--- src/rtl/rcq_pkg.sv ---
// ============================================================================
// rcq_pkg
// Shared types and constants for the reversible circular queue.
// ============================================================================
package rcq_pkg;

    // Default number of ring slots; one slot always stays empty
    localparam int unsigned RCQ_SLOTS = 16;

    // Field widths of the request and result beats
    localparam int unsigned DATA_W  = 32;
    localparam int unsigned REQ_W   = 2;
    localparam int unsigned COUNT_W = 4;

    // Request codes
    typedef enum logic [REQ_W-1:0] {
        REQ_ENQ = 2'd0,
        REQ_DEQ = 2'd1,
        REQ_REV = 2'd2,
        REQ_NOP = 2'd3
    } t_req;

endpackage

--- src/rtl/reversible_circular_queue_unit.sv ---
// ============================================================================
// reversible_circular_queue_unit
// Ring-buffer FIFO of signed 32-bit words with an order-reversal request.
// Reverse flips a direction flag; data never moves in the slot memory.
// ============================================================================
// A result beat appears in the cycle after its request is taken.
// Throughput: one request per cycle; busy stays low, the single-port
// slot memory is read or written at most once per request, with a registered read.
// Reset (synchronous, active low) empties the queue and restores normal
// order; the slot memory is not cleared, no entry is read before written.
// The receiver cannot stall: each result is shown for exactly one cycle.
module reversible_circular_queue_unit
    import rcq_pkg::*;
#(
    parameter int unsigned SLOTS = RCQ_SLOTS
) (
    input  logic                      i_clk,
    input  logic                      i_rst_n,
    input  logic                      start,
    output logic                      busy,
    input  logic [REQ_W-1:0]          i_req_type,
    input  logic signed [DATA_W-1:0]  i_enq_value,
    output logic                      o_strobe,
    output logic                      o_accepted,
    output logic signed [DATA_W-1:0]  o_deq_value,
    output logic [COUNT_W-1:0]        o_item_count
);

    localparam int unsigned IDX_W = (SLOTS > 1) ? $clog2(SLOTS) : 1;
    localparam logic [IDX_W-1:0] LAST_IDX = IDX_W'(SLOTS - 1);

    // Slot memory and its registered read data
    logic [DATA_W-1:0] r_slot_mem [SLOTS];
    logic [DATA_W-1:0] r_rd_data;

    // Ring pointers and direction
    logic [IDX_W-1:0] r_head, n_head;
    logic [IDX_W-1:0] r_tail, n_tail;
    logic             r_rev,  n_rev;

    // Result registers
    logic             r_strobe;
    logic             r_accepted, n_accepted;
    logic             r_deq_ok,   n_deq_ok;
    logic [IDX_W-1:0] r_count,    n_count;

    logic             take;
    t_req             req;
    logic [IDX_W-1:0] head_nxt, head_prv, tail_nxt, tail_prv;
    logic [IDX_W-1:0] held;
    logic             is_full, is_empty;
    logic             mem_we, mem_re;
    logic [IDX_W-1:0] mem_waddr, mem_raddr;
    logic [IDX_W+COUNT_W-1:0] count_ext;

    assign busy = 1'b0;
    assign take = start && !busy;
    assign req  = t_req'(i_req_type);

    // Ring step helpers (any slot count, not only powers of two)
    assign head_nxt = (r_head == LAST_IDX) ? '0 : r_head + 1'b1;
    assign head_prv = (r_head == '0) ? LAST_IDX : r_head - 1'b1;
    assign tail_nxt = (r_tail == LAST_IDX) ? '0 : r_tail + 1'b1;
    assign tail_prv = (r_tail == '0) ? LAST_IDX : r_tail - 1'b1;

    // Held items: (tail - head) mod SLOTS
    assign held = (r_tail >= r_head) ? r_tail - r_head
                                     : IDX_W'(r_tail + SLOTS - r_head);
    assign is_full  = (held == LAST_IDX);
    assign is_empty = (held == '0);

    // Request decode: pointer updates, memory access, result fields
    always_comb begin
        n_head     = r_head;
        n_tail     = r_tail;
        n_rev      = r_rev;
        n_accepted = 1'b0;
        n_deq_ok   = 1'b0;
        mem_we     = 1'b0;
        mem_re     = 1'b0;
        mem_waddr  = r_rev ? r_head : tail_nxt;
        mem_raddr  = r_rev ? r_tail : head_nxt;
        if (take) begin
            unique case (req)
                REQ_ENQ: begin
                    if (!is_full) begin
                        mem_we     = 1'b1;
                        n_accepted = 1'b1;
                        if (r_rev) n_head = head_prv;
                        else       n_tail = tail_nxt;
                    end
                end
                REQ_DEQ: begin
                    if (!is_empty) begin
                        mem_re     = 1'b1;
                        n_accepted = 1'b1;
                        n_deq_ok   = 1'b1;
                        if (r_rev) n_tail = tail_prv;
                        else       n_head = head_nxt;
                    end
                end
                REQ_REV: begin
                    n_rev      = !r_rev;
                    n_accepted = 1'b1;
                end
                default: begin
                    // unused code: no change, rejected
                end
            endcase
        end
        // count after this request
        n_count = (n_tail >= n_head) ? n_tail - n_head
                                     : IDX_W'(n_tail + SLOTS - n_head);
    end

    // Slot memory: one write or one read per cycle, registered read
    always_ff @(posedge i_clk) begin
        if (mem_we) begin
            r_slot_mem[mem_waddr] <= i_enq_value;
        end
        if (mem_re) begin
            r_rd_data <= r_slot_mem[mem_raddr];
        end
    end

    // Control state
    always_ff @(posedge i_clk) begin
        if (!i_rst_n) begin
            r_head   <= '0;
            r_tail   <= '0;
            r_rev    <= 1'b0;
            r_strobe <= 1'b0;
        end else begin
            r_head   <= n_head;
            r_tail   <= n_tail;
            r_rev    <= n_rev;
            r_strobe <= take;
        end
    end

    // Result payload
    always_ff @(posedge i_clk) begin
        if (take) begin
            r_accepted <= n_accepted;
            r_deq_ok   <= n_deq_ok;
            r_count    <= n_count;
        end
    end

    // Output beat; count reported masked to the field width
    assign count_ext    = {{COUNT_W{1'b0}}, r_count};
    assign o_strobe     = r_strobe;
    assign o_accepted   = r_accepted;
    assign o_deq_value  = r_deq_ok ? signed'(r_rd_data) : '0;
    assign o_item_count = count_ext[COUNT_W-1:0];

    // ------------------------------------------------------------------------
    // Assertions
    // ------------------------------------------------------------------------
    a_strobe_follows_take: assert property (@(posedge i_clk) disable iff (!i_rst_n)
        take |=> o_strobe)
        else $error("result beat missing after a taken request");

    a_no_spurious_beat: assert property (@(posedge i_clk) disable iff (!i_rst_n)
        !take |=> !o_strobe)
        else $error("result beat without a request");

    a_count_in_range: assert property (@(posedge i_clk) disable iff (!i_rst_n)
        held <= LAST_IDX)
        else $error("held count exceeds ring capacity");

    a_full_enq_holds: assert property (@(posedge i_clk) disable iff (!i_rst_n)
        (take && req == REQ_ENQ && is_full) |=> ($stable(r_head) && $stable(r_tail)))
        else $error("rejected enqueue moved a pointer");

    a_deq_value_only_ok: assert property (@(posedge i_clk) disable iff (!i_rst_n)
        (o_strobe && !o_accepted) |-> (o_deq_value == '0))
        else $error("rejected request returned data");

endmodule
--- config.mk ---
export PLATFORM = sky130hd
export DESIGN_NAME = reversible_circular_queue_unit
export DESIGN_NICKNAME = d
export VERILOG_FILES = /design/src/rtl/rcq_pkg.sv /design/src/rtl/reversible_circular_queue_unit.sv
export SDC_FILE = /design/constraint.sdc
export NUM_CORES = 1
export LEC_CHECK = 0
export BUFFER_PORTS_ARGS = -buffer_cell sky130_fd_sc_hd__buf_2
export CAP_MARGIN = 20
export CORE_MARGIN = 2
export CORE_UTILIZATION = 45
export CTS_CLUSTER_DIAMETER = 40
export DETAILED_ROUTE_END_ITERATION = 7
export GPL_TIMING_DRIVEN = 0
export PLACE_DENSITY = 0.74
export SYNTH_ARGS = -nofsm -noshare
export SYNTH_HDL_FRONTEND = slang
export SYNTH_SLANG_ARGS = --single-unit
--- constraint.sdc ---
create_clock -name i_clk -period 4.65 [get_ports i_clk]
set_input_delay 0.93 -clock i_clk [delete_from_list [all_inputs] [get_ports i_clk]]
set_output_delay 0.93 -clock i_clk [all_outputs]
set_load 0.02 [all_outputs]
After elaboration in Yosys (flattened, before gate mapping)

Memory sizes are Yosys's and may differ from the RTL's. A register that Yosys moved wholly into a read port is not among the register bits.
Cells that the tools add are included.

Bits in registers: 16
Memory bits (writable): 512
Bits of input ports: 37
Output and inout port bits: 39
Memories: 1

Memories:

| name       | depth | bits a word | read ports | clocked after memory_dff | write ports | line                                 | RTL |
|---|---|---|---|---|---|---|---|
| r_slot_mem | 16    | 32          | 1          | 1                        | 1           | reversible_circular_queue_unit.sv:33 | `logic [DATA_W-1:0] r_slot_mem [SLOTS];` |

Add/subtract/negate cells: 10
$lt $le $gt $ge: 2
Equality and inequality tests: 5
Multiplexer cells: 30
Reduce and logical (&&, ||, !) cells: 6

Operators by type and width:

| operator                                                            | count |
|---|---|
| 4-bit two-way mux                                                   | 18 |
| 32-bit two-way mux                                                  | 1 |
| 4-bit by 1-bit adder with 4-bit output (second input constant)      | 4 |
| 4-bit case mux with 2 select lines                                  | 2 |
| 4-bit subtractor                                                    | 4 |
| 4-bit == test (second input constant)                               | 3 |
| 4-bit zero test                                                     | 3 |
| 4-bit greater-or-equal comparator                                   | 2 |
| 1-bit two-way mux                                                   | 8 |
| 4-bit by 1-bit subtractor with 4-bit output (second input constant) | 2 |
| 1-bit case mux with 3 select lines                                  | 1 |
| 2-bit by 1-bit == test with 1-bit output (second input constant)    | 1 |
| 2-bit == test (second input constant)                               | 1 |
| 2-bit zero test                                                     | 1 |
| 2-bit AND reduction                                                 | 1 |
| 1-bit zero test                                                     | 1 |

Logic depth before layout (Yosys ltp)

Gate-level depths: netlist of the first run.

Depth in word-level cells: 10
Mapped depth: 18
Gate-level depth less buffers: 18

Least setup slack after synthesis of the first run

Ideal clock, no wire load.

Path type: reg-to-reg
From: register r_tail[0]
To: register r_count[3] (netlist: o_item_count[3]), data pin
Arrival time: 4768 ps
Path slack: -378 ps
Cell stages (with the launch flop): 16
Buffers on the path: 0
Cells stage by stage: dfxtp_1 > inv_1 > ha_1 > inv_1 > fa_1 > xor2_1 > nor2_1 > a21oi_1 > a32oi_1 > xnor2_1 > ha_1 > o21ai_0 > nor2b_1 > or3_1 > o211ai_1 > xnor2_1

Longest elaborated chain between the ends: 10
Elaborated cells between the ends (all ways): 28

Ends and longest elaborated chain:

| item                                                    | line                                                                       | RTL |
|---|---|---|
| start: declaration                                      | reversible_circular_queue_unit.sv:38                                       | `logic [IDX_W-1:0] r_tail, n_tail;` |
| start signal: assignment                                | reversible_circular_queue_unit.sv:135                                      | `r_tail <= n_tail;` |
| 4-bit by 1-bit adder with 4-bit output                  | reversible_circular_queue_unit.sv:68                                       | `: IDX_W'(r_tail + SLOTS - r_head);` |
| 4-bit subtractor                                        | reversible_circular_queue_unit.sv:68                                       |  |
| 4-bit two-way mux                                       | reversible_circular_queue_unit.sv:67                                       | `assign held = (r_tail >= r_head) ? r_tail - r_head` |
| 4-bit == test / 4-bit zero test (equally long branches) | reversible_circular_queue_unit.sv:69, reversible_circular_queue_unit.sv:70 |  |
| 4-bit two-way mux, on equally long branches             | reversible_circular_queue_unit.sv:86, reversible_circular_queue_unit.sv:94 |  |
| 4-bit case mux with 2 select lines (*)                  | reversible_circular_queue_unit.sv:84                                       | `unique case (req)` |
| 4-bit two-way mux (*)                                   | reversible_circular_queue_unit.sv:83                                       | `if (take) begin` |
| net n_tail[2]                                           | reversible_circular_queue_unit.sv:38                                       |  |
| 4-bit by 1-bit adder with 4-bit output                  | reversible_circular_queue_unit.sv:113                                      | `: IDX_W'(n_tail + SLOTS - n_head);` |
| 4-bit subtractor                                        | reversible_circular_queue_unit.sv:113                                      |  |
| 4-bit two-way mux (*)                                   | reversible_circular_queue_unit.sv:112                                      | `n_count = (n_tail >= n_head) ? n_tail - n_head` |
| net n_count[3]                                          | reversible_circular_queue_unit.sv:45                                       | `logic [IDX_W-1:0] r_count, n_count;` |
| end signal: assignment                                  | reversible_circular_queue_unit.sv:146                                      | `r_count <= n_count;` |
| end: declaration                                        | reversible_circular_queue_unit.sv:45                                       |  |

The timed path passes the listed nets; every way through them passes the cells marked *.
A chain may end at the register's enable or synchronous reset.

Worst setup path after layout of the first run

Ends and elaborated chain as after synthesis.

==> metrics.md, run 1 <==
| Metric | Value |
|---|---|
| Outcome | complete, no violations |
| Initial Utilization | roughly 46% |
| Slew @ Worst Pin | 998 ps |
| Met2 Resource Use GR | 34.0% |
| Vias in the first global route | between 10k and 15k |
| Most used DFF post-synth | edfxtp_1 |
| Peak supply drop | about 0.3 mV |
| PortBufs | 74 |
| CTS Sinks | 560 |
| Reg2reg start | r_tail[0] |
| Tcrit/Tclk final | a little over nine tenths |
| Final wirelength | ~50000 um |
| Die X | around 230 um |
| Total global routing overflow | 0 |
| WL per Instance | around 25 um |
| Commonest non-fill, non-tap cells in the layout | edfxtp_1, mux4_2, buf_2 |
| Full die area | 51300 um^2 |
| Total number of vias | around 11k |
| DRT Pass-1 Iters | 5 |
| DP Wirelength | between 30000 and 40000 um |
| Clk buf depth | 3 |
| CP endpoint | o_item_count[3] |
| First-iteration detailed-routing DRC count | approximately 1.1k |
| Met1 track demand over resource | roughly a quarter |
| Met3 usage in global routing | under 10% |
| Setup violators final | 0 |
| Global route hottest layer | met2 |
| Place WS | -195 ps |
| CP required | a little under 5000 ps |
| Total core area | between 40000 and 50000 um^2 |
| Io pins | 76 |
| Setup repair after global routing missed its margin | false |
| Commonest non-fill, non-tap cell in the layout | edfxtp_1 |
| Clock slew at reported path FFs | ~60 ps |
| Power density cells | 450 nW/um^2 |
| Relative slew slack | 33.5% |
| Dpl cells | between 1.5k and 2k |
| Gpl congestion | ~0.86 |
| Hold crit path type | in -> reg |
| Share of layout cells above drive strength 1 | slightly below 30% |
| Worst path slowest cell | dfxtp_1 |
| Post-Syn Area | 22300 um^2 |
| Critical Path Max Stage Delay | about 470 ps |
| Worst setup SP type | flip-flop |
| Synth top area share | around 74% |
| CTS buffer count | 67 |
| Post-route ant nets | 0 |
| Synth unique cells | 58 |
| TritonCTS clock tree | done |
| Hold Fails Final Rpt | 0 |
| FF-to-FF setup slack | around 200 ps |
| Static Leak | 8.81 nW |
| Vert. Die Dim | 227 um |
| CP Max Fanout | 8 |
| Core Rows | slightly above 80 |
| Critical path type | reg -> reg |
| H-tree depth | 3 |
| R2r endpoint | o_item_count[3] |
| First-pass GRT wire length | 75200 um |
| GR Util All Layers | 20.3% |
| Cell taking the most area after synthesis | edfxtp_1 |
| Setup crit end kind | flip-flop |
| Ys async rst share | 0% |
| MaxCap Viol Count | 0 |
| Worst setup margin | ~200 ps |
| Fin Clk Skew | 25.0 ps |
| CP Cell Sequence | inv_1 > ha_1 > inv_1 > fa_1 > nand2b_1 > nor2_4 > nand2_2 > a41o_1 > a211oi_2 > ha_1 > nor2b_1 > o21ai_0 > nand2b_1 > a2111oi_0 > a41oi_1 > o211ai_1 > xnor2_1 |
| # DRC | 0 |
| Clock Tree Root | clkbuf_16 |
| Yosys warns | 0 |
| Synth Instances | 1097 |
| Vias/cell | 5.73 |
| Synth top area cells | edfxtp_1, mux4_2, mux2i_1 |
| Clock Latency Late Sink | 590 ps |
| # Post-CTS Setup Buffers | 0 |
| Layout Cells excl Fill | between 1.5k and 2k |
| Post-synthesis sequential area ratio | between 70% and 80% |
| Post-synth EDFFs | 550 |
| Pwr Total | 11.8 mW |
| Fmax | around 220 MHz |
| Seq cells post-synth | 560 |
| Post-Syn Nets | 1146 |
| Fin crit period | between 4000 and 5000 ps |
| Area Overhead vs Synth | 18.2% |
| Antenna violations before repair | 3 |
| R2R depth | 17 |
| Worst Setup SP | r_tail[0] |
| Syn avg cell area | ~20 um^2 |
| Post-Route Utilization | approximately 54% |
| Layout Nets | around 1.3k |
| Max-slew violation count | 0 |
| Crit path DAT | 4760 ps |
| Largest net degree at the start of global routing | 23 |
==> cell type report <==
type	instances	area, um^2
fill	3670	22600
sequential	560	16700
multi-input combinational	468	5360
clock buffer	78	1740
tap	664	831
timing repair buffer	93	795
clock inverter	44	515
buffer	58	329
inverter	11	41.3
antenna	1	2.50
==> flip-flops by register name, indices dropped and copies added (netlist names) <==
signal / cells
r_slot_mem: 512
r_rd_data: 32
r_deq_ok: 1
o_item_count: 4
r_tail: 4
o_strobe: 1
r_head: 4
r_rev: 1
o_accepted: 1
==> where the power goes <==
| part | total, mW | internal (mW) | switching (mW) |
|---|---|---|---|
| registers | 5.62 | 5.61 | 0.0164 |
| clock network | 5.25 | 3.18 | 2.07 |
| logic | 0.972 | 0.425 | 0.547 |
| total | 11.8 | 9.21 | 2.64 |
==> worst max-delay path: cells and delay by family (launching register included) <==
kind | cells | cell delay [ps]
flops | 1 | 470
compound gates | 6 | 1490
simple gates | 5 | 880
xor+xnor | 1 | 120
fa+ha+maj | 3 | 970
buf+inv | 2 | 260
==> cells by family after synthesis <==
logic type / after synthesis / synth area share (%)
buf+inv: 69 / 1.66
simple gates: 153 / 3.76
xor+xnor: 13 / 0.545
compound gates: 125 / 3.72
fa+ha+maj: 12 / 0.741
flops: 560 / 75.0
mux: 164 / 14.6
other cells: 1 / 0.0168
==> per-stage QoR <==
| stage | hold WS (ps) | TNS, ps | cell area (um^2) |
|---|---|---|---|
| after floorplan | 612 | 0 | 22300 |
| after global placement | 659 | -472160 | 23500 |
| after detailed placement | 676 | -195 | 24000 |
| after CTS | 649 | 0 | 26300 |
| after global routing | 670 | 0 | 26300 |
| final | 668 | 0 | 26300 |
==> timing repair <==
item | CTS | global route
gates resized for setup | 2 | 3
hold buffers | 0 | 0
hold endpoints to repair | 0 | 0
cloned | 0 | 0
endpoints found under the setup margin | 1 | 1
==> metal layers <==
metal	wire, um	vias to the layer above
li1	-	4850
met4	1670	4
met5	21	-
met1	19800	5925
met3	3490	108
met2	25200	446
==> cells in the mapped netlist, types with 7 or more instances <==
| cell type | count |
|---|---|
| a211oi_1 | 35 |
| nor2_1 | 38 |
| buf_4 | 7 |
| a21oi_1 | 49 |
| buf_6 | 10 |
| inv_1 | 10 |
| edfxtp_1 | 550 |
| xnor2_1 | 8 |
| nand2_1 | 12 |
| ha_1 | 10 |
| nand3_1 | 7 |
| clkbuf_1 | 33 |
| and2_1 | 37 |
| buf_2 | 8 |
| mux2i_1 | 35 |
| mux4_2 | 128 |
| nor2b_1 | 36 |
| dfxtp_1 | 10 |
==> how the worst min path moves through the flow <==
stage                      to  cells past startpoint  startpoint  slack (ps)
global placement    r_head[2]                      3   r_head[2]         660
finish              r_head[3]                      2     i_rst_n         670
detailed placement  r_head[2]                      3   r_head[2]         680
CTS                 r_head[3]                      2     i_rst_n         650
floorplan           r_head[2]                      3   r_head[2]         610
global route        r_head[3]                      2     i_rst_n         670
Power figures use the tool's default switching activity.
==> run 2, diff against run 1 <==
BUFFER_PORTS_ARGS = not set   (was -buffer_cell sky130_fd_sc_hd__buf_2)
DONT_BUFFER_PORTS = 1   (was not set)
PLACE_DENSITY = 0.73   (was 0.74)
==> metrics.md, run 2 (same netlist as run 1, synthesis figures left out) <==
| Metric | Value |
|---|---|
| Outcome | complete, no violations |
| Hold crit path type | in -> reg |
| Pint | approximately 9 mW |
| Clock slew at reported path FFs | about 60 ps |
| Critical path type | reg -> reg |
| Worst path slowest cell | dfxtp_1 |
| Peak supply drop | between 0.2 and 0.3 mV |
| Clk buf depth | 3 |
| Max-slew violation count | 0 |
| Setup crit end kind | flip-flop |
| Place WS | -85.3 ps |
| Vias in the first global route | ~11k |
| FF-to-FF setup slack | about 330 ps |
| FILL cells | ~3.7k |
| Initial Utilization | a little under half |
| Sw power | 2.46 mW |
| Commonest non-fill, non-tap cells in the layout | edfxtp_1, mux4_2, clkbuf_16 |
| Placed Instance Area | around 24000 um^2 |
| Final wirelength | roughly 50000 um |
| Area occupied by multi-input gates | 5360 um^2 |
| First-pass GRT wire length | 72800 um |
| Largest regs | r_slot_mem: 512 flops, r_rd_data: 32 flops |
| Min-delay src | i_enq_value[9] |
| Comb pwr share | approximately 7.6% |
| Commonest non-fill, non-tap cell in the layout | edfxtp_1 |
| DRT Pass-1 Iters | 5 |
| Relative slew slack | 29.9% |
| CP Cell Sequence | inv_1 > fa_1 > xor2_2 > nand3b_1 > o21ai_1 > o21ai_1 > a22o_1 > ha_1 > nor2b_1 > o21ai_0 > nand2b_1 > a2111oi_0 > a41oi_1 > o211ai_1 > xnor2_1 |
| Worst setup margin | 329 ps |
| TritonCTS clock tree | done |
| Full die area | between 50000 and 60000 um^2 |
| Static Leak | roughly 8.4 nW |
| Setup tns final | 0 ps |
| Post-route ant nets | 0 |
| Dpl cells | 1778 |
| Critical Path Max Stage Delay | 500 ps |
| Hold WS | 420 ps |
| Fin Clk Skew | 15.1 ps |
| Antenna violations before repair | 0 |
| Max reg flops | a little over 500 |
| First-iteration detailed-routing DRC count | 1016 |
| # DRC | 0 |
| Largest net degree at the start of global routing | 21 |
| CP required | 4990 ps |
| Slew @ Worst Pin | 1050 ps |
| GR Util All Layers | between 10% and 20% |
| Clock Tree Root | clkbuf_16 |
| Register area | roughly 17000 um^2 |
| R2R depth | 15 |
| Total number of vias | about 11k |
| DP Wirelength | a little over 30000 um |
| Power density cells | 443 nW/um^2 |
| Setup violators final | 0 |
| CP Max Fanout | 9 |
| Share of layout cells above drive strength 1 | roughly 24% |
| Die X | 227 um |
| Fin crit period | 4320 ps |
| Finished Cell Area | between 20000 and 30000 um^2 |
| Area Overhead vs Synth | 15.6% |
| Total global routing overflow | 0 |
| Clock Latency Late Sink | 600 ps |
| Clock network fraction of design power | about 43% |
| Layout Cells excl Fill | between 1.5k and 2k |
| Core Rows | 81 |
| Gpl congestion | roughly 0.84 |
| Largest reg by FF count | r_slot_mem |
| WHS Path Cells | 0 |
| CTS Sinks | 560 |
| WP buf/inv | 1 |
| WL per Instance | about 26 um |
| Vert. Die Dim | ~230 um |
| Tcrit/Tclk final | 92.9% |
| Crit. path cell count | 15 |
| Most used cell along the critical path | o21ai_1 |
| MaxCap Viol Count | 0 |
| Switching fraction of total power | between 20 and 25% |
| H-tree depth | 2 |
| Io pins | between 70 and 80 |
| PortBufs | 0 |
| Crit path max-delay family | compound AO/OA/AOI/OAI gates |
| Worst Setup SP | r_head[1] |
| Reg2reg start | r_head[1] |
| Reg power frac | between 40% and 50% |
| CTS buffer count | ~60 |
| Total core area | approximately 50000 um^2 |
| Setup repair after global routing missed its margin | false |
| Crit path DAT | about 4700 ps |
| # diodes | 0 |
| Hold Fails Final Rpt | 0 |
| R2r endpoint | o_item_count[3] |
| Fmax | roughly 230 MHz |
| Hold Path End | r_slot_mem[4][9] |
| Vias/cell | just under 6 |
| Worst setup SP type | flip-flop |
| Layout Nets | ~1.2k |
## run 2: cell type report
| type | instances | area share (%) |
|---|---|---|
| Sequential cell | 560 | 64.9 |
| Multi-Input combinational cell | 468 | 20.8 |
| Clock buffer | 65 | 5.90 |
| Tap cell | 664 | 3.23 |
| Clock inverter | 43 | 2.11 |
| Timing Repair Buffer | 19 | 1.58 |
| Buffer | 58 | 1.28 |
| Inverter | 11 | 0.160 |
## run 2: what timing repair did
item                       in CTS  in global routing
hold endpoints to repair        0                  0
pin swaps                       0                  1
resized for setup               1                  5
setup endpoints to repair       1                  1
hold buffers                    0                  0
setup buffers                   0                  2
## run 2: worst max path at each step
stage               slack (ps)         endpoint
detailed placement         -90  o_item_count[3]
global placement         -1510  o_item_count[3]
floorplan                  320  o_item_count[3]
global route               100  o_item_count[3]
finish                     330  o_item_count[3]
CTS                         40  o_item_count[3]
## run 2: layer usage
layer,vias up,GRT usage [%],wire length [um]
met5,-,0,0
met4,0,7.22,1520
met3,87,4.16,3410
met2,421,33.0,24800
met1,5724,25.1,19300
li1,4672,-,-
## run 2: worst register-to-register path, delay by kind of cell (launching register included)
family          cells  cell delay (ps)
flops               1              500
simple gates        3              480
xor+xnor            2              390
compound gates      7             1670
buf+inv             1              230
fa+ha+maj           2              790
## run 2: stage by stage
| stage | util (%) | power [mW] |
|---|---|---|
| global placement | 47.2 | 6.57 |
| CTS | 52.5 | 11.5 |
| floorplan | - | 6.38 |
| global route | 52.6 | 11.7 |
| detailed placement | 48.3 | 6.60 |
| finish | 52.6 | 11.4 |
## run 2: power by group through the flow
stage | clock network (mW) | logic, mW | registers, mW
floorplan | 0 | 0.641 | 5.74
global placement | 0 | 0.824 | 5.74
detailed placement | 0 | 0.856 | 5.74
CTS | 4.97 | 0.865 | 5.64
global route | 5.17 | 0.928 | 5.64
finish | 4.91 | 0.864 | 5.64
